## src/rtl/ps2_mouse_device_macros.svh

```systemverilog
// Assertion macros shared by the mouse device RTL
`ifndef PS2_MOUSE_DEVICE_MACROS_SVH
`define PS2_MOUSE_DEVICE_MACROS_SVH
`ifndef SYNTH
`define PS2M_ASSERT(label, clk, rst_n, prop, msg) \
  label: assert property (@(posedge clk) disable iff (!rst_n) prop) else $error(msg);
`define PS2M_ASSERT_NR(label, clk, prop, msg) \
  label: assert property (@(posedge clk) prop) else $error(msg);
`else
`define PS2M_ASSERT(label, clk, rst_n, prop, msg)
`define PS2M_ASSERT_NR(label, clk, prop, msg)
`endif
`endif

```

## src/rtl/ps2m_pkg.sv

```systemverilog
package ps2m_pkg;

  typedef enum logic [1:0] {
    ACT_HOST  = 2'd0,
    ACT_EVENT = 2'd1,
    ACT_TICK  = 2'd2,
    ACT_NONE  = 2'd3
  } action_e;

  typedef enum logic [1:0] {
    MODE_STREAM = 2'd0,
    MODE_REMOTE = 2'd1,
    MODE_WRAP   = 2'd2
  } mode_e;

  typedef enum logic [1:0] {
    PEND_NONE = 2'd0,
    PEND_RES  = 2'd1,
    PEND_RATE = 2'd2
  } pend_e;

  localparam logic [7:0] ACK_BYTE = 8'hFA;
  localparam logic [7:0] ERR_BYTE = 8'hFC;
  localparam logic [7:0] BAT_BYTE = 8'hAA;

  localparam logic [7:0] CMD_SCALE_1 = 8'hE6;
  localparam logic [7:0] CMD_SCALE_2 = 8'hE7;
  localparam logic [7:0] CMD_SET_RES = 8'hE8;
  localparam logic [7:0] CMD_STATUS  = 8'hE9;
  localparam logic [7:0] CMD_STREAM  = 8'hEA;
  localparam logic [7:0] CMD_READ    = 8'hEB;
  localparam logic [7:0] CMD_UNWRAP  = 8'hEC;
  localparam logic [7:0] CMD_WRAP    = 8'hEE;
  localparam logic [7:0] CMD_REMOTE  = 8'hF0;
  localparam logic [7:0] CMD_GET_ID  = 8'hF2;
  localparam logic [7:0] CMD_SET_RATE = 8'hF3;
  localparam logic [7:0] CMD_ENABLE  = 8'hF4;
  localparam logic [7:0] CMD_DISABLE = 8'hF5;
  localparam logic [7:0] CMD_DEFAULTS = 8'hF6;
  localparam logic [7:0] CMD_RESEND  = 8'hFE;
  localparam logic [7:0] CMD_RESET   = 8'hFF;

  localparam logic [2:0] ID_WHEEL  = 3'd3;
  localparam logic [2:0] ID_FIVE   = 3'd4;

  localparam int unsigned MaxBytes = 5;

  // One answer: up to five bytes, byte 0 goes first
  typedef struct packed {
    logic [MaxBytes-1:0][7:0] bytes;
    logic [2:0]               cnt;
  } resp_t;

  // Queue status seen by the top level and the back
  typedef struct packed {
    logic full;
    logic empty;
  } qstat_t;

  function automatic logic [7:0] wheel_knock(input logic [1:0] i);
    case (i)
      2'd0: wheel_knock = 8'd200;
      2'd1: wheel_knock = 8'd100;
      default: wheel_knock = 8'd80;
    endcase
  endfunction

  function automatic logic [7:0] button_knock(input logic [1:0] i);
    case (i)
      2'd0: button_knock = 8'd200;
      2'd1: button_knock = 8'd200;
      default: button_knock = 8'd80;
    endcase
  endfunction

endpackage

```

## src/rtl/ps2m_front.sv

```systemverilog
module ps2m_front (
  input  logic              clk_i,
  input  logic              rst_ni,
  input  logic              accept_i,
  input  logic [1:0]        action_i,
  input  logic [7:0]        host_byte_i,
  input  logic [15:0]       pos_x_i,
  input  logic [15:0]       pos_y_i,
  input  logic [4:0]        buttons_i,
  input  logic              wheeled_i,
  input  logic [15:0]       wheel_delta_i,
  output logic              push_o,
  output ps2m_pkg::resp_t   resp_o
);
  import ps2m_pkg::*;

  mode_e       mode_q, mode_d, saved_q, saved_d;
  pend_e       pend_q, pend_d;
  logic        rep_q, rep_d, scale_q, scale_d, moved_q, moved_d;
  logic [7:0]  res_q, res_d, rate_q, rate_d, scroll_q, scroll_d;
  logic [2:0]  id_q, id_d;
  logic [1:0]  wk_q, wk_d, bk_q, bk_d;
  logic signed [15:0] dx_q, dx_d, dy_q, dy_d, px_q, px_d, py_q, py_d;
  logic [4:0]  btn_q, btn_d;
  logic [31:0] rep_pkt_q, rep_pkt_d;
  resp_t       resp;

  // Clamp a delta to nine bits: low byte, sign and overflow
  function automatic logic [9:0] clamp9(input logic signed [15:0] v);
    if (v > 16'sd255)       clamp9 = {1'b1, 1'b0, 8'hFF};
    else if (v < -16'sd256) clamp9 = {1'b1, 1'b1, 8'h00};
    else                    clamp9 = {1'b0, v[15], v[7:0]};
  endfunction

  function automatic logic signed [15:0] acc16(input logic signed [15:0] d,
                                               input logic signed [15:0] n,
                                               input logic signed [15:0] p);
    logic signed [17:0] s;
    s = {{2{d[15]}}, d} + ({{2{n[15]}}, n} - {{2{p[15]}}, p});
    if (s > 18'sd32767)       acc16 = 16'sh7FFF;
    else if (s < -18'sd32768) acc16 = 16'sh8000;
    else                      acc16 = s[15:0];
  endfunction

  // Work out the answer and the next state of one item
  always_comb begin
    logic [9:0]  cx, cy;
    logic [7:0]  ext, st, b;
    logic [31:0] pkt;
    logic        do_pkt, send;
    mode_d = mode_q; saved_d = saved_q; pend_d = pend_q; rep_d = rep_q;
    scale_d = scale_q; moved_d = moved_q; res_d = res_q; rate_d = rate_q;
    scroll_d = scroll_q; id_d = id_q; wk_d = wk_q; bk_d = bk_q;
    dx_d = dx_q; dy_d = dy_q; px_d = px_q; py_d = py_q; btn_d = btn_q;
    rep_pkt_d = rep_pkt_q;
    resp = '0;
    do_pkt = 1'b0;
    send = 1'b0;
    b = host_byte_i;
    cx = clamp9(dx_q);
    cy = clamp9(dy_q);
    ext = 8'h00;
    if (id_q == ID_FIVE) ext[5:4] = btn_q[4:3];
    if (id_q >= ID_WHEEL) ext[3:0] = scroll_q[3:0];
    pkt = {ext, cy[7:0], cx[7:0], cy[9], cx[9], cy[8], cx[8], 1'b1, btn_q[2:0]};
    st = {1'b0, mode_q == MODE_REMOTE, rep_q, scale_q, 1'b0, btn_q[0], btn_q[2], btn_q[1]};
    case (action_i)
      ACT_HOST: begin
        if (pend_q != PEND_NONE) begin
          resp.bytes[0] = ACK_BYTE; resp.cnt = 3'd1;
          if (pend_q == PEND_RES) res_d = b;
          else begin
            if (id_d == 3'd0 && wk_d != 2'd3) begin
              if (b == wheel_knock(wk_d)) begin
                wk_d = wk_d + 2'd1;
                if (wk_d == 2'd3) id_d = ID_WHEEL;
              end else wk_d = 2'd0;
            end
            if (id_d == ID_WHEEL && bk_d != 2'd3) begin
              if (b == button_knock(bk_d)) begin
                bk_d = bk_d + 2'd1;
                if (bk_d == 2'd3) id_d = ID_FIVE;
              end else bk_d = 2'd0;
            end
            rate_d = b;
          end
          pend_d = PEND_NONE;
        end else if (mode_q == MODE_WRAP && b != CMD_UNWRAP && b != CMD_RESET) begin
          resp.bytes[0] = b; resp.cnt = 3'd1;
        end else begin
          resp.bytes[0] = ACK_BYTE; resp.cnt = 3'd1;
          case (b)
            CMD_SCALE_1:  scale_d = 1'b0;
            CMD_SCALE_2:  scale_d = 1'b1;
            CMD_SET_RES:  pend_d = PEND_RES;
            CMD_SET_RATE: pend_d = PEND_RATE;
            CMD_STATUS: begin
              resp.bytes[1] = st; resp.bytes[2] = res_q; resp.bytes[3] = rate_q;
              resp.cnt = 3'd4;
            end
            CMD_STREAM: begin
              dx_d = '0; dy_d = '0; scroll_d = '0; mode_d = MODE_STREAM;
            end
            CMD_READ: begin do_pkt = 1'b1; send = 1'b1; end
            CMD_UNWRAP: begin
              if (mode_q == MODE_WRAP) begin
                dx_d = '0; dy_d = '0; scroll_d = '0; mode_d = saved_q;
              end else resp.bytes[0] = ERR_BYTE;
            end
            CMD_WRAP: begin
              if (mode_q != MODE_WRAP) saved_d = mode_q;
              dx_d = '0; dy_d = '0; scroll_d = '0; mode_d = MODE_WRAP;
            end
            CMD_REMOTE: begin
              dx_d = '0; dy_d = '0; scroll_d = '0; mode_d = MODE_REMOTE;
            end
            CMD_GET_ID: begin resp.bytes[1] = {5'd0, id_q}; resp.cnt = 3'd2; end
            CMD_ENABLE:  rep_d = 1'b1;
            CMD_DISABLE: rep_d = 1'b0;
            CMD_DEFAULTS: begin
              res_d = 8'd4; rate_d = 8'd100; scale_d = 1'b0; rep_d = 1'b0;
              dx_d = '0; dy_d = '0; scroll_d = '0;
            end
            CMD_RESEND: send = 1'b1;
            CMD_RESET: begin
              res_d = 8'd4; rate_d = 8'd100; scale_d = 1'b0; rep_d = 1'b0;
              dx_d = '0; dy_d = '0; scroll_d = '0; mode_d = MODE_STREAM;
              id_d = 3'd0; wk_d = 2'd0; bk_d = 2'd0; pend_d = PEND_NONE;
              resp.bytes[1] = BAT_BYTE; resp.bytes[2] = 8'h00; resp.cnt = 3'd3;
            end
            default: resp.bytes[0] = ERR_BYTE;
          endcase
        end
      end
      ACT_EVENT: begin
        dx_d = acc16(dx_q, pos_x_i, px_q);
        dy_d = acc16(dy_q, pos_y_i, py_q);
        px_d = pos_x_i; py_d = pos_y_i;
        btn_d = buttons_i;
        if (wheeled_i) scroll_d = scroll_q + wheel_delta_i[7:0];
        moved_d = 1'b1;
      end
      ACT_TICK: begin
        if (mode_q == MODE_STREAM && rep_q && moved_q) begin
          do_pkt = 1'b1; send = 1'b1; moved_d = 1'b0;
        end
      end
      default: ;
    endcase
    // Build a fresh packet and/or replay the stored one
    if (do_pkt) begin
      rep_pkt_d = pkt; dx_d = '0; dy_d = '0; scroll_d = '0;
    end
    if (send) begin
      for (int i = 0; i < 4; i++) resp.bytes[resp.cnt + 3'(i)] = rep_pkt_d[8*i +: 8];
      resp.cnt = resp.cnt + ((id_q >= ID_WHEEL) ? 3'd4 : 3'd3);
    end
  end

  assign push_o = accept_i && (resp.cnt != 3'd0);
  assign resp_o = resp;

  // Hold device state, advance on each accepted beat
  always_ff @(posedge clk_i or negedge rst_ni) begin
    if (!rst_ni) begin
      mode_q <= MODE_STREAM; saved_q <= MODE_STREAM; pend_q <= PEND_NONE;
      rep_q <= 1'b0; scale_q <= 1'b0; moved_q <= 1'b0;
      res_q <= 8'd4; rate_q <= 8'd100; scroll_q <= '0; id_q <= '0;
      wk_q <= '0; bk_q <= '0; dx_q <= '0; dy_q <= '0; px_q <= '0; py_q <= '0;
      btn_q <= '0; rep_pkt_q <= '0;
    end else if (accept_i) begin
      mode_q <= mode_d; saved_q <= saved_d; pend_q <= pend_d;
      rep_q <= rep_d; scale_q <= scale_d; moved_q <= moved_d;
      res_q <= res_d; rate_q <= rate_d; scroll_q <= scroll_d; id_q <= id_d;
      wk_q <= wk_d; bk_q <= bk_d; dx_q <= dx_d; dy_q <= dy_d; px_q <= px_d;
      py_q <= py_d; btn_q <= btn_d; rep_pkt_q <= rep_pkt_d;
    end
  end

endmodule

```

## src/rtl/ps2m_queue.sv

```systemverilog
`include "ps2_mouse_device_macros.svh"
module ps2m_queue (
  input  logic             clk_i,
  input  logic             rst_ni,
  input  logic             push_i,
  input  ps2m_pkg::resp_t  push_data_i,
  input  logic             pop_i,
  output ps2m_pkg::resp_t  head_o,
  output ps2m_pkg::qstat_t stat_o
);
  import ps2m_pkg::*;

  resp_t      mem_q [2];
  logic       wr_q, wr_d, rd_q, rd_d;
  logic [1:0] cnt_q, cnt_d;

  assign stat_o.full  = cnt_q == 2'd2;
  assign stat_o.empty = cnt_q == 2'd0;
  assign head_o = mem_q[rd_q];

  // Advance pointers and fill count
  always_comb begin
    wr_d = wr_q ^ push_i;
    rd_d = rd_q ^ pop_i;
    cnt_d = cnt_q + {1'b0, push_i} - {1'b0, pop_i};
  end

  always_ff @(posedge clk_i or negedge rst_ni) begin
    if (!rst_ni) begin
      wr_q <= 1'b0; rd_q <= 1'b0; cnt_q <= 2'd0;
    end else begin
      wr_q <= wr_d; rd_q <= rd_d; cnt_q <= cnt_d;
    end
  end

  always_ff @(posedge clk_i) begin
    if (push_i) mem_q[wr_q] <= push_data_i;
  end

  `PS2M_ASSERT(a_no_overfill, clk_i, rst_ni, cnt_q != 2'd3, "queue count out of range")
  `PS2M_ASSERT(a_push_room, clk_i, rst_ni, push_i |-> (cnt_q != 2'd2 || pop_i),
               "push into full queue")
  `PS2M_ASSERT(a_pop_data, clk_i, rst_ni, pop_i |-> cnt_q != 2'd0, "pop from empty queue")
  `PS2M_ASSERT(a_ptr_gap, clk_i, rst_ni, (wr_q ^ rd_q) == cnt_q[0], "pointers disagree with count")

endmodule

```

## src/rtl/ps2m_back.sv

```systemverilog
`include "ps2_mouse_device_macros.svh"
module ps2m_back (
  input  logic             clk_i,
  input  logic             rst_ni,
  input  ps2m_pkg::resp_t  head_i,
  input  ps2m_pkg::qstat_t stat_i,
  output logic             pop_o,
  output logic             m_axis_tvalid,
  input  logic             m_axis_tready,
  output logic [7:0]       m_axis_tdata,
  output logic             m_axis_tlast
);
  import ps2m_pkg::*;

  logic [2:0] idx_q, idx_d;
  logic       beat;

  assign m_axis_tvalid = !stat_i.empty;
  assign m_axis_tlast  = idx_q == head_i.cnt - 3'd1;
  assign beat  = m_axis_tvalid && m_axis_tready;
  assign pop_o = beat && m_axis_tlast;

  // Select the current byte of the head answer
  always_comb begin
    case (idx_q)
      3'd0: m_axis_tdata = head_i.bytes[0];
      3'd1: m_axis_tdata = head_i.bytes[1];
      3'd2: m_axis_tdata = head_i.bytes[2];
      3'd3: m_axis_tdata = head_i.bytes[3];
      3'd4: m_axis_tdata = head_i.bytes[4];
      default: m_axis_tdata = 8'h00;
    endcase
    idx_d = pop_o ? 3'd0 : (beat ? idx_q + 3'd1 : idx_q);
  end

  always_ff @(posedge clk_i or negedge rst_ni) begin
    if (!rst_ni) idx_q <= 3'd0;
    else         idx_q <= idx_d;
  end

  `PS2M_ASSERT(a_idx_range, clk_i, rst_ni, m_axis_tvalid |-> idx_q < head_i.cnt,
               "byte index past answer length")
  `PS2M_ASSERT(a_idx_rest, clk_i, rst_ni, stat_i.empty |-> idx_q == 3'd0,
               "index left over with empty queue")
  `PS2M_ASSERT(a_pop_clear, clk_i, rst_ni, pop_o |=> idx_q == 3'd0,
               "index not cleared after last byte")

endmodule

```

## src/rtl/ps2_mouse_device.sv

```systemverilog
// PS/2 mouse, device side, with wheel and five-button extensions.
// Input stream (s_axis): one beat per item. tuser carries the action
// (host byte, motion/button event, report tick); tdata carries the
// host byte, positions, buttons and wheel fields.
// Output stream (m_axis): bytes for the host, one per beat; tlast marks
// the final byte of the answer to one item. Items that cause no bytes
// produce no beats.
// The front decodes an item and updates all device state in the cycle it
// is accepted; its answer (up to five bytes) goes into a two-entry queue.
// The back sends queued bytes one per cycle while m_axis_tready is high;
// an answer is sent once it is registered in the queue and at its head.
// Throughput: one item per cycle while the queue has room; sustained rate
// is set by the byte sender, which sends 1 to 5 bytes per answer.
// When the receiver stalls, the queue fills and s_axis_tready drops;
// the payload on the output holds until taken.
// Reset puts the device in stream mode with reporting off, resolution 4,
// rate 100, ID 0, and empties the queue.
module ps2_mouse_device (
  input  logic        clk_i,
  input  logic        rst_ni,
  input  logic        s_axis_tvalid,
  output logic        s_axis_tready,
  // [7:0] host_byte, [23:8] pos_x, [39:24] pos_y, [44:40] buttons,
  // [45] wheeled, [61:46] wheel_delta, [63:62] zero
  input  logic [63:0] s_axis_tdata,
  // [1:0] action
  input  logic [1:0]  s_axis_tuser,
  output logic        m_axis_tvalid,
  input  logic        m_axis_tready,
  // [7:0] out_byte
  output logic [7:0]  m_axis_tdata,
  output logic        m_axis_tlast
);
  import ps2m_pkg::*;

  resp_t  resp, head;
  qstat_t stat;
  logic   accept, push, pop;

  assign s_axis_tready = !stat.full;
  assign accept = s_axis_tvalid && s_axis_tready;

  ps2m_front u_front (
    .clk_i, .rst_ni,
    .accept_i      (accept),
    .action_i      (s_axis_tuser),
    .host_byte_i   (s_axis_tdata[7:0]),
    .pos_x_i       (s_axis_tdata[23:8]),
    .pos_y_i       (s_axis_tdata[39:24]),
    .buttons_i     (s_axis_tdata[44:40]),
    .wheeled_i     (s_axis_tdata[45]),
    .wheel_delta_i (s_axis_tdata[61:46]),
    .push_o        (push),
    .resp_o        (resp)
  );

  ps2m_queue u_queue (
    .clk_i, .rst_ni,
    .push_i      (push),
    .push_data_i (resp),
    .pop_i       (pop),
    .head_o      (head),
    .stat_o      (stat)
  );

  ps2m_back u_back (
    .clk_i, .rst_ni,
    .head_i        (head),
    .stat_i        (stat),
    .pop_o         (pop),
    .m_axis_tvalid,
    .m_axis_tready,
    .m_axis_tdata,
    .m_axis_tlast
  );

endmodule
```

## config.mk

```make
export PLATFORM = sky130hd
export DESIGN_NAME = ps2_mouse_device
export DESIGN_NICKNAME = d
export VERILOG_FILES = /design/src/rtl/ps2m_pkg.sv /design/src/rtl/ps2m_front.sv /design/src/rtl/ps2m_queue.sv /design/src/rtl/ps2m_back.sv /design/src/rtl/ps2_mouse_device.sv
export VERILOG_INCLUDE_DIRS = /design/src /design/src/rtl
export SDC_FILE = /design/constraint.sdc
export NUM_CORES = 1
export LEC_CHECK = 0
export ABC_AREA = 0
export BUFFER_PORTS_ARGS = -buffer_cell sky130_fd_sc_hd__buf_2
export CORE_MARGIN = 2
export CORE_UTILIZATION = 60
export CTS_CLUSTER_SIZE = 14
export DETAILED_ROUTE_END_ITERATION = 8
export GPL_TIMING_DRIVEN = 0
export PLACE_DENSITY = 0.78
export SLEW_MARGIN = 20
export SYNTH_ARGS = -nofsm -noshare
export SYNTH_HDL_FRONTEND = slang
export SYNTH_SLANG_ARGS = --single-unit
```

## constraint.sdc

```tcl
create_clock -name clk_i -period 9.2 [get_ports clk_i]
set_input_delay 1.84 -clock clk_i [delete_from_list [all_inputs] [get_ports clk_i]]
set_output_delay 1.84 -clock clk_i [all_outputs]
set_load 0.05 [all_outputs]
```

* After elaboration in Yosys (flattened, before gate mapping) *
Memory sizes are Yosys's and may differ from the RTL's.
Cells that the tools add are included.

word-level totals
  bits of input ports = 70
  output and inout port bits = 11
  flip-flop bits (word level) = 148
  memories = 1
  word-level logic and storage cells = 282
  RAM bits = 86

cells by class
  $add $sub $neg = 15
  bitwise gates (word level) = 4
  order comparisons = 17
  equal/unequal tests = 52
  mux-type cells = 115
  reductions and logical operators = 56

memories
  name           words  width  rd ports  clocked after Yosys merged registers in  wr ports  line              text
  u_queue.mem_q  2      43     1         0                                        1         ps2m_queue.sv:13  resp_t mem_q [2];

operators with widths
  cell                    count
  $mux W8                 28
  $bwmux W40              4
  $mux W16                9
  $eq A8 B8 Y1 const B    16
  $demux W8 S3            4
  $pmux W16 S2            3
  $pmux W8 S2             4
  $mux W3                 17
  $mux W24                2
  $mux W43                1
  $mux W10                4
  $pmux W8 S5             1
  $add A18 B18 Y18        2
  $gt A18 B16 Y1 const B  2
  $lt A18 B16 Y1 const B  2
  $mux W35                1
  $sub A16 B16 Y17        2
  $gt A16 B9 Y1 const B   2
  $lt A16 B9 Y1 const B   2
  $mux W32                1
  $reduce_and A6 Y1       5
  $mux W2                 14
  $reduce_and A5 Y1       5
  $pmux W8 S3             1
  49 further kinds        127

* Logic depth before layout (Yosys ltp) *
Gate-level depths: netlist (run 1).

  depth in word-level cells = 23
  gate-level depth with buffers = 23
  depth with buffers taken out = 22

* Hierarchy *
A second synthesis (run 1) with hierarchy kept.

unflattened totals
  cell total of the unflattened synthesis = 1561
  area total of the unflattened synthesis = 15112.0 um^2

by module, submodules not included
  module            cells an instance  times used  seq. area each (um^2)  area an instance (um^2)
  ps2m_front        1350               1           3433.3                 11066.9
  ps2m_queue        150                1           2682.6                 3512.1
  ps2m_back         59                 1           75.1                   523.0
  ps2_mouse_device  2                  1           0.0                    10.0

* Least setup slack after synthesis (run 1) *
OpenSTA, ideal clock, no wires.

  path kind = input to register
  start = input s_axis_tdata[24]
  end = register u_front.dy_q[10]
  buffers on the path = 1
  library setup time = 0.126 ns
  cell stages on the path = 21
  setup slack = 3.200 ns
  arrival time = 5.874 ns
  cells stage by stage = inv_1 -> ha_1 -> fa_1 -> nor2b_1 -> o21ai_0 -> a21boi_0 -> o21ai_0 -> a2111oi_0 -> o311a_1 -> o21a_1 -> o21a_1 -> nor2_1 -> ha_1 -> nand2_1 -> nand2b_1 -> a2111o_1 -> a21oi_1 -> nand3b_1 -> o31ai_2 -> clkbuf_1 -> a221o_1

on the way
  word-level cells in the longest chain between the ends = 7

ends and longest elaborated chain
  element               line                    text
  from (decl)           ps2_mouse_device.sv:25  input logic [63:0] s_axis_tdata,
  $sub A16 B16 Y17 (*)  ps2m_front.sv:39        s = {{2{d[15]}}, d} + ({{2{n[15]}}, n} - {{2{p[15]}}, p});
  $add A18 B18 Y18 (*)  ps2m_front.sv:39
  $lt A18 B16 Y1        ps2m_front.sv:41        else if (s < -18'sd32768) acc16 = 16'sh8000;
  $mux W16              ps2m_front.sv:41
  $mux W16 (*)          ps2m_front.sv:40        if (s > 18'sd32767) acc16 = 16'sh7FFF;
  $pmux W16 S2 (*)      ps2m_front.sv:67        case (action_i)
  $mux W16 (*)          ps2m_front.sv:151       if (do_pkt) begin
  to (signal assigned)  ps2m_front.sv:169       wk_q <= '0; bk_q <= '0; dx_q <= '0; dy_q <= '0; px_q <= '0; py_q <= '0;
  to (signal assigned)  ps2m_front.sv:175       wk_q <= wk_d; bk_q <= bk_d; dx_q <= dx_d; dy_q <= dy_d; px_q <= px_d;
  to (decl)             ps2m_front.sv:23        logic signed [15:0] dx_q, dx_d, dy_q, dy_d, px_q, px_d, py_q, py_d;

Mark *: on every way between the ends. The rest lies on a longest branch, timed or not.
A chain may end at the register's enable or synchronous reset.

* Final worst setup path (run 1) *
  start = input s_axis_tdata[24]
  end = register u_front.dy_q[5]

The elaborated chain is that of the path after synthesis.

==> results of run 1 <==
[synthesized netlist by cell type (28+ instances only)]
cell        n  area share, %
nand2_1   191            4.8
o21ai_0   161            5.4
dfrtp_1   140             24
a21oi_1   105            3.5
nor2_1    105            2.7
inv_1      99            2.5
ha_1       91            7.7
edfxtp_1   86             17
clkbuf_1   59            1.5
a221o_1    37            2.5
nand3_1    37            1.2
nor3_1     37            1.2
o22ai_1    35            1.5
xnor2_1    35            2.1
mux2_2     28            2.1
[per-layer routing]
layer  vias up  track usage, %  share of wire (%)
li1       6148               -                  -
met1      6242            43.7                 42
met2       495            57.3                 49
met3        80            4.85                6.1
met4         0            11.3                3.5
met5         -               0                  0
[path summary, 6_finish.rpt]
kind | startpoint | endpoint | depth (start not counted)
min in group asynchronous | rst_ni | u_front.py_q[10] | 1
worst max-delay path | s_axis_tdata[24] | u_front.dy_q[5] | 22
worst min register to register | u_front.rep_pkt_q[7] | u_front.rep_pkt_q[7] | 2
worst min-delay path | u_front.rep_pkt_q[7] | u_front.rep_pkt_q[7] | 2
worst max register to register | u_front.py_q[0] | u_front.dy_q[5] | 20
max in group asynchronous | rst_ni | u_front.rate_q[6] | 2
[flip-flops by register name (all words and copies together) (netlist names), 3 cells and up]
| name | flops |
|---|---|
| u_front.scroll_q | 4 |
| u_back.idx_q | 3 |
| u_front.px_q | 16 |
| u_queue.mem_q | 86 |
| u_front.py_q | 16 |
| u_front.res_q | 8 |
| u_front.rep_pkt_q | 32 |
| u_front.rate_q | 8 |
| u_front.dx_q | 16 |
| u_front.id_q | 3 |
| u_front.btn_q | 5 |
| u_front.dy_q | 16 |
[power breakdown]
part	switching, mW	internal (mW)	total [mW]
Sequential	0.191	1.36	1.56
Combinational	1.97	1.31	3.27
Clock	0.407	0.604	1.01
Total	2.56	3.28	5.84
[through the flow]
step | hold WS [ps] | worst slack [ps]
6_report | 477 | 2740
5_1_grt | 500 | 2350
4_1_cts | 478 | 2840
3_5_place_dp | 465 | 2270
3_3_place_gp | 458 | 2090
2_1_floorplan | 445 | 3200
[logic make-up after synthesis]
| logic type | after synthesis |
|---|---|
| compound gates | 533 |
| simple gates | 492 |
| flops | 230 |
| buf+inv | 179 |
| fa+ha+maj | 97 |
| xor+xnor | 56 |
| mux | 35 |
[layout make-up]
type                            instances  area (um^2)  share of cell area, %
Clock buffer                           37          733                   4.44
Multi-Input combinational cell       1213         7980                   48.3
Inverter                              100          375                   2.27
Timing Repair Buffer                   65          403                   2.44
Buffer                                 79          330                   2.00
Tap cell                              324          405                   2.46
Sequential cell                       230         6190                   37.5
Clock inverter                          7         85.1                  0.516
[critical path, stage by stage]
cell and delay (ps):
buf_2 90, inv_1 60, ha_1 220, fa_1 410, nor2b_1 120, o21ai_0 120
a21boi_0 300, o21ai_0 180, a2111oi_0 740, o311a_1 280, o21a_1 140, o21a_1 130
nor2_1 60, ha_1 360, nand2_1 130, nand2_1 60, a41oi_1 240, a21oi_1 100
a211o_1 270, o31ai_2 400, clkbuf_1 440, a221o_1 230
==> metrics.csv, run 1 <==
metric,value,unit
place_area,15700,um^2
tightest_slew,1030,ps
fillerInstances,1985,
syn-cell-area,14900,um^2
grt_setup_unrepaired,false,
layout_commonest_cell,nand2_1,
antenna_found_initial,0,
postCtsSetupRepairBufs,0,
grt_pass1_vias,12600,
hold_violations,0,
min_period,6460,ps
cts_tree,done,
leakage,6.83,nW
gp_congestion,1.02,
cts-root-buf,clkbuf_16,
numPortBuffers,62,
synth_cells,1622,
mostFrequentLayoutCells,"191 x nand2_1, 161 x o21ai_0, 140 x dfrtp_1, 105 x nor2_1, 105 x a21oi_1",
slew_headroom,30.8,%
synth_edf_count,86,
synth_seq_area_share,41.6,%
yosysWarnings,0,
clock_skew,19.3,ps
path_clk_slew,60,ps
overflow,0,
crit_path_max_fanout,10,
synth_ff_type,dfrtp_1,
ir_drop,0.247,mV
start_util,61.1,%
synthSimpleGateAreaFrac,15.7,%
wl_per_cell,21.1,um
stdcell_count,2055,
r2r_slack,3820,ps
maxCapViolCount,0,
clock.fmax,155,MHz
nNetsFinal,1882,
ioPinCount,81,
dieArea,26000,um^2
synth_xor_area_share,3.35,%
firstDrtPassIters,6,
required,9670,ps
core-area,24300,um^2
grt_usage,33.5,%
dp.cells,2011,
power_density,354,nW/um^2
drc,0,
clock_path_buffers,3,
cts.repair.resized,0,
ys_types,85,
grt_max_degree,92,
htree_levels,1,
synth.avg_cell_area,9.16,um^2
final_area,16500,um^2
vias_per_cell,6.31,
worst_setup_path_start_kind,primary input,
synthArstFlopShare,62.6,%
end_kind,register,
synth-adder-area-share,8.47,%
ant_nets,0,
row_count,57,
n_antenna_cell,0,
vias,13000,
synthMuxAreaShare,2.59,%
hold_path.class,register to register,
synth_top_family_by_area,compound AO/OA/AOI/OAI gates,
synth_compound_area_share,23.5,%
drt-initial-drc-count,1147,
hold_buffers,0,
die-height,161,um
dpl.hpwl,33.1,mm
power.total,5.84,mW
routed_wl,43.4,mm
finalSetupViolCount,0,
syn_to_final_growth,11.0,%
worstSetupPathType,primary input to register,
clk_latency,530,ps
fin_crit_sh,70.2,%
status,"finished, final reports clean",
maxSlewViolCount,0,
ys_seq_elements,230,
cts_buffers,26,
tns,0,ps
cts_sinks,230,
crit_arrival,6930,ps
drive_gt1_share,10.7,%
final_util,67.9,%
synth_fp_nets,1789,
grt_first_pass_wirelength,68.8,mm
die_w,161,um
(Power assumes the default switching activity.)
==> run 2: changes to the inputs <==
Settings changed: CORE_UTILIZATION 60 to 56, PLACE_DENSITY 0.78 to 0.77.
Clock period 9.2 ns to 5.5 ns, I/O delays scaled along.
==> run 2 against run 1 <==
Effect of this change:
- sequential share of layout area is 0.18 points lower
- register-to-register slack lost 3100 ps
- non-clock buffer count increased by 2
- wire length about the same
- combinational power rose by 69%
- die area is 7.0% higher
- worst setup slack worse by 2300 ps
- core utilization is 4.2 points lower
==> metrics.csv, run 2 (synthesized netlist as in run 1, its figures left out) <==
metric,value,unit
htree_levels,1,
grt_pass1_vias,12600,
clock_skew,6.54,ps
tightest_slew,1130,ps
power_density,593,nW/um^2
path_clk_slew,60,ps
stdcell_count,2068,
start_util,57.0,%
finalSetupViolCount,0,
ioPinCount,81,
grt_setup_unrepaired,false,
grt_first_pass_wirelength,68.4,mm
place_area,15700,um^2
status,"finished, final reports clean",
clock.fmax,196,MHz
largest_reg_flops,86,
grt_max_degree,87,
reg.largest.list,"u_queue.mem_q (86), u_front.rep_pkt_q (32)",
min_period,5110,ps
cts_sinks,230,
end_kind,register,
die_w,167,um
crit_arrival,5510,ps
vias_per_cell,6.27,
top_usage_layer,met2,
dpl.hpwl,33.2,mm
numPortBuffers,62,
mostFrequentLayoutCells,"191 x nand2_1, 160 x o21ai_0, 140 x dfrtp_1, 105 x nor2_1, 104 x a21oi_1",
core-area,26100,um^2
routed_wl,43.4,mm
required,5900,ps
drive_gt1_share,11.4,%
slew_headroom,23.6,%
hold_path.class,register to register,
fin_crit_sh,92.9,%
die-height,167,um
vias,13000,
cts-root-buf,clkbuf_16,
dieArea,27900,um^2
n_antenna_cell,0,
antenna_found_initial,0,
syn_to_final_growth,11.5,%
worstSetupPathType,primary input to register,
maxCapViolCount,0,
maxSlewViolCount,0,
worst_setup_path_start_kind,primary input,
hold_buffers,0,
row_count,59,
holdWs,480,ps
drc,0,
clk_latency,520,ps
layout_commonest_cell,nand2_1,
leakage,6.86,nW
final_util,63.6,%
overflow,0,
cts_buffers,25,
crit_path_max_fanout,10,
dp.cells,2022,
firstDrtPassIters,5,
cts_tree,done,
grtUsageMet1,39.3,%
grt_usage,30.9,%
gp_congestion,1.01,
ant_nets,0,
nNetsFinal,1883,
clock_path_buffers,3,
use_met3,4.13,%
met2_usage,54.3,%
final_area,16600,um^2
regMostFlops,u_queue.mem_q,
hold_violations,0,
drt-initial-drc-count,1107,
tns,0,ps
wl_per_cell,21.0,um
ir_drop,0.428,mV
==> run 2: through the flow <==
step | power [mW] | worst slack, ps
floorplan | 6.73 | 240
global placement | 7.80 | -839
detailed placement | 8.00 | -750
CTS | 9.75 | 55.1
global route | 10.6 | 12.9
finish | 9.83 | 393
==> run 2: final cells by class <==
type	instances	area, um^2
clock inverters	6	85.1
repair buffers	67	410
plain buffers	79	338
well taps	335	419
fillers	2219	9480
flip-flops and latches	230	6190
multi-input cells	1213	8000
inverters	100	375
clock buffers	38	756
==> run 2: final timing paths <==
path	to	slack, ps	start	cells past startpoint
setup / recovery	u_front.dy_q[5]	390	s_axis_tdata[24]	22
hold / removal	u_front.rep_pkt_q[18]	480	u_front.rep_pkt_q[18]	2
setup reg to reg	u_front.dy_q[5]	720	u_front.py_q[0]	20
hold reg to reg	u_front.rep_pkt_q[18]	480	u_front.rep_pkt_q[18]	2
max in group asynchronous	u_front.res_q[2]	4150	rst_ni	2
min in group asynchronous	u_front.py_q[9]	510	rst_ni	1
==> run 2: where the power goes <==
| group | total, mW | switching [mW] | internal (mW) |
|---|---|---|---|
| Sequential | 2.60 | 0.317 | 2.28 |
| Clock | 1.71 | 0.672 | 1.04 |
| Combinational | 5.52 | 3.33 | 2.20 |
| Total | 9.83 | 4.32 | 5.51 |
==> run 2: timing repair <==
action	CTS	global route
endpoints found under the setup margin	21	25
pin swaps	1	3
endpoints found under the hold margin	0	0
setup buffers	1	1
resized for setup	4	13
==> run 2: per-layer routing <==
| layer | vias up | share of wire, % |
|---|---|---|
| met5 | - | 0 |
| met4 | 0 | 3.7 |
| met3 | 99 | 5.4 |
| met2 | 436 | 49 |
| met1 | 6266 | 42 |
| li1 | 6157 | - |
==> run 2: worst max-delay path, cell delays in order <==
cell and delay [ps]:
buf_2 80, inv_1 40, ha_1 220, fa_1 400, nor2b_1 110, o21ai_0 100, a21boi_1 230, o21ai_1 140
a2111oi_2 500, o311a_1 230, o21a_1 140, o21a_1 140, nor2_1 70, ha_1 360, nand2_1 120, nand2b_1 80
a2111o_1 400, a21oi_1 140, nand3b_1 210, o31ai_4 130, clkbuf_4 210, a221o_1 330
==> run 3: changes to the inputs <==
Settings changed: CORE_UTILIZATION 56 to 57, PLACE_DENSITY 0.77 to 0.78, SYNTH_HIERARCHICAL set to 1.
==> run 3 against run 2 <==
Effect of this change:
- global-route usage down 0.088 points
- cell area up 1.1%
- non-clock buffer count up 6
- clock power decreased by 3%
- area after synthesis is 1.7% higher
- worst setup slack improved by 37 ps
- highest routed layer unchanged
==> metrics.csv, run 3 <==
metric,value,unit
cts_tree,done,
ioPinCount,81,
grt_first_pass_wirelength,68.0,mm
power.net_switching,4.02,mW
layout_commonest_cell,nand2_1,
end_kind,register,
synth_commonest_cells,"194 x nand2_1, 165 x inv_1, 154 x o21ai_0",
p_comb_share,56.7,%
mostFrequentLayoutCells,"194 x nand2_1, 165 x inv_1, 150 x o21ai_0, 140 x dfrtp_1, 86 x edfxtp_1",
power.total,9.25,mW
synth_cells,1561,
cts-root-buf,clkbuf_16,
clock_skew,14.1,ps
fin_crit_sh,92.2,%
ys_types,97,
required,5720,ps
die-height,167,um
row_count,59,
die_w,167,um
synth_seq_area_share,41.0,%
postCtsSetupRepairBufs,0,
ff_latch_area,6190,um^2
ant_nets,0,
grt_usage,30.8,%
core-area,26100,um^2
worstSetupPathType,primary input to register,
numPortBuffers,63,
overflow,0,
synth.avg_cell_area,9.68,um^2
syn-cell-area,15100,um^2
crit_arrival,5300,ps
maxCapViolCount,0,
hold_path.class,register to register,
dp.cells,1963,
finalSetupViolCount,0,
n_antenna_cell,0,
grt_pass1_vias,11900,
yosys.area.top_type,dfrtp_1,
clock_path_buffers,3,
largest_reg_flops,86,
hold_violations,0,
drc,0,
r2r_cells,15,
min_period,5070,ps
maxSlewViolCount,0,
start_util,58.0,%
status,"finished, final reports clean",
htree_levels,1,
grt_setup_unrepaired,false,
r2r_slack,900,ps
power_density,552,nW/um^2
seqPwrFrac,25.4,%
hold_buffers,0,
slew_headroom,22.4,%
synth_fp_nets,1728,
stdcell_count,2011,
drive_gt1_share,14.1,%
yosysWarnings,6,
firstDrtPassIters,5,
drt-initial-drc-count,1373,
regMostFlops,u_queue/mem_q,
holdPathStages,1,
multi_input_area,7850,um^2
gp_congestion,0.971,
path_clk_slew,60,ps
syn_to_final_growth,10.9,%
routed_wl,43.0,mm
wl_per_cell,21.4,um
fillerInstances,2169,
synth_edf_count,86,
synth.top_cell.area_share,23.2,%
synth_ff_type,dfrtp_1,
cts_sinks,230,
clock.fmax,197,MHz
cts_buffers,26,
antenna_found_initial,0,
crit_path_max_fanout,25,
vias,12600,
worst_setup_path_start_kind,primary input,
ir_drop,0.618,mV
tightest_slew,1150,ps
clk_latency,530,ps
grt_max_degree,74,
reg.largest.list,"u_queue/mem_q (86), u_front/rep_pkt_q (32)",
synthTopCellsByArea,"dfrtp_1 23%, edfxtp_1 17%, ha_1 5.2%",
vias_per_cell,6.24,
internal_power,5.24,mW
nNetsFinal,1823,
dpl.hpwl,32.3,mm
dieArea,27800,um^2
yosysMostFrequentCell,nand2_1,
switching_share,43.4,%
pwr-share-clk,17.9,%
synthArstFlopShare,62.6,%
holdWs,475,ps
cts.repair.resized,0,
ys_seq_elements,230,
leakage,7.31,nW
## run 3: power by group through the flow
| stage | sequential (mW) | clock (mW) | combinational (mW) |
|---|---|---|---|
| 2_1_floorplan | 2.30 | 0 | 4.14 |
| 3_3_place_gp | 2.37 | 0 | 4.97 |
| 3_5_place_dp | 2.38 | 0 | 5.15 |
| 4_1_cts | 2.35 | 1.68 | 5.19 |
| 5_1_grt | 2.39 | 1.76 | 5.82 |
| 6_report | 2.35 | 1.66 | 5.25 |
## run 3: kinds of logic (layout without fill, tap and decap cells)
group                    count (synthesis)  after routing  share of synthesized area [%]
multiplexers                            64             64                           5.69
adder cells (fa/ha/maj)                 97             97                           9.72
XOR/XNOR                                39             39                           2.47
buffers and inverters                  252            367                           7.14
AND/OR/NAND/NOR                        411            411                           13.2
flip-flops                             230            230                           41.0
AO/OA/AOI/OAI                          468            468                           20.9
## run 3: layout make-up
type                       count  share of cell area (%)
clock buffer                  30                    4.10
clock inverter                18                   0.762
multi-input combinational   1079                    46.9
inverter                     167                    3.74
buffer                        85                    2.70
tap                          335                    2.50
timing repair buffer          67                    2.39
sequential                   230                    36.9
## run 3: path summary, 6_finish.rpt
| path | startpoint | endpoint |
|---|---|---|
| setup reg to reg | u_front/mode_q[0] | u_queue/mem_q[0][32] |
| setup / recovery | s_axis_tdata[4] | u_queue/mem_q[0][32] |
| hold reg to reg | u_front/rep_pkt_q[3] | u_front/rep_pkt_q[3] |
| max in group asynchronous | rst_ni | u_front/rate_q[6] |
| hold / removal | u_front/rep_pkt_q[3] | u_front/rep_pkt_q[3] |
| min in group asynchronous | rst_ni | u_front/px_q[11] |
## run 3: worst max-delay path, cell delays in order
cell,delay (ps)
buf_2,120
clkbuf_1,480
inv_1,190
a211oi_1,350
o21a_1,210
nand2_1,90
nand2_2,150
inv_2,60
buf_6,140
ha_1,170
inv_1,60
fa_1,390
o21ai_0,630
o31a_1,300
ha_2,550
buf_12,260
## run 3: metal layers
layer	up-vias	share of wire, %	GRT usage, %
met5	-	0	0
met4	0	2.5	7.42
met3	92	6.9	4.33
met2	529	45	48.4
met1	6132	46	45.4
li1	5803	-	-
## run 3: through the flow
stage / setup WS, ps / instance area (um^2) / TNS [ps] / util (%)
finish: 430 / 16800 / 0 / 64.3
global route: 288 / 16800 / 0 / 64.3
CTS: 572 / 16800 / 0 / 64.3
detailed placement: 12.9 / 15900 / 0 / 61.2
global placement: -820 / 15800 / -70250 / 60.8
floorplan: 451 / 15100 / 0 / -
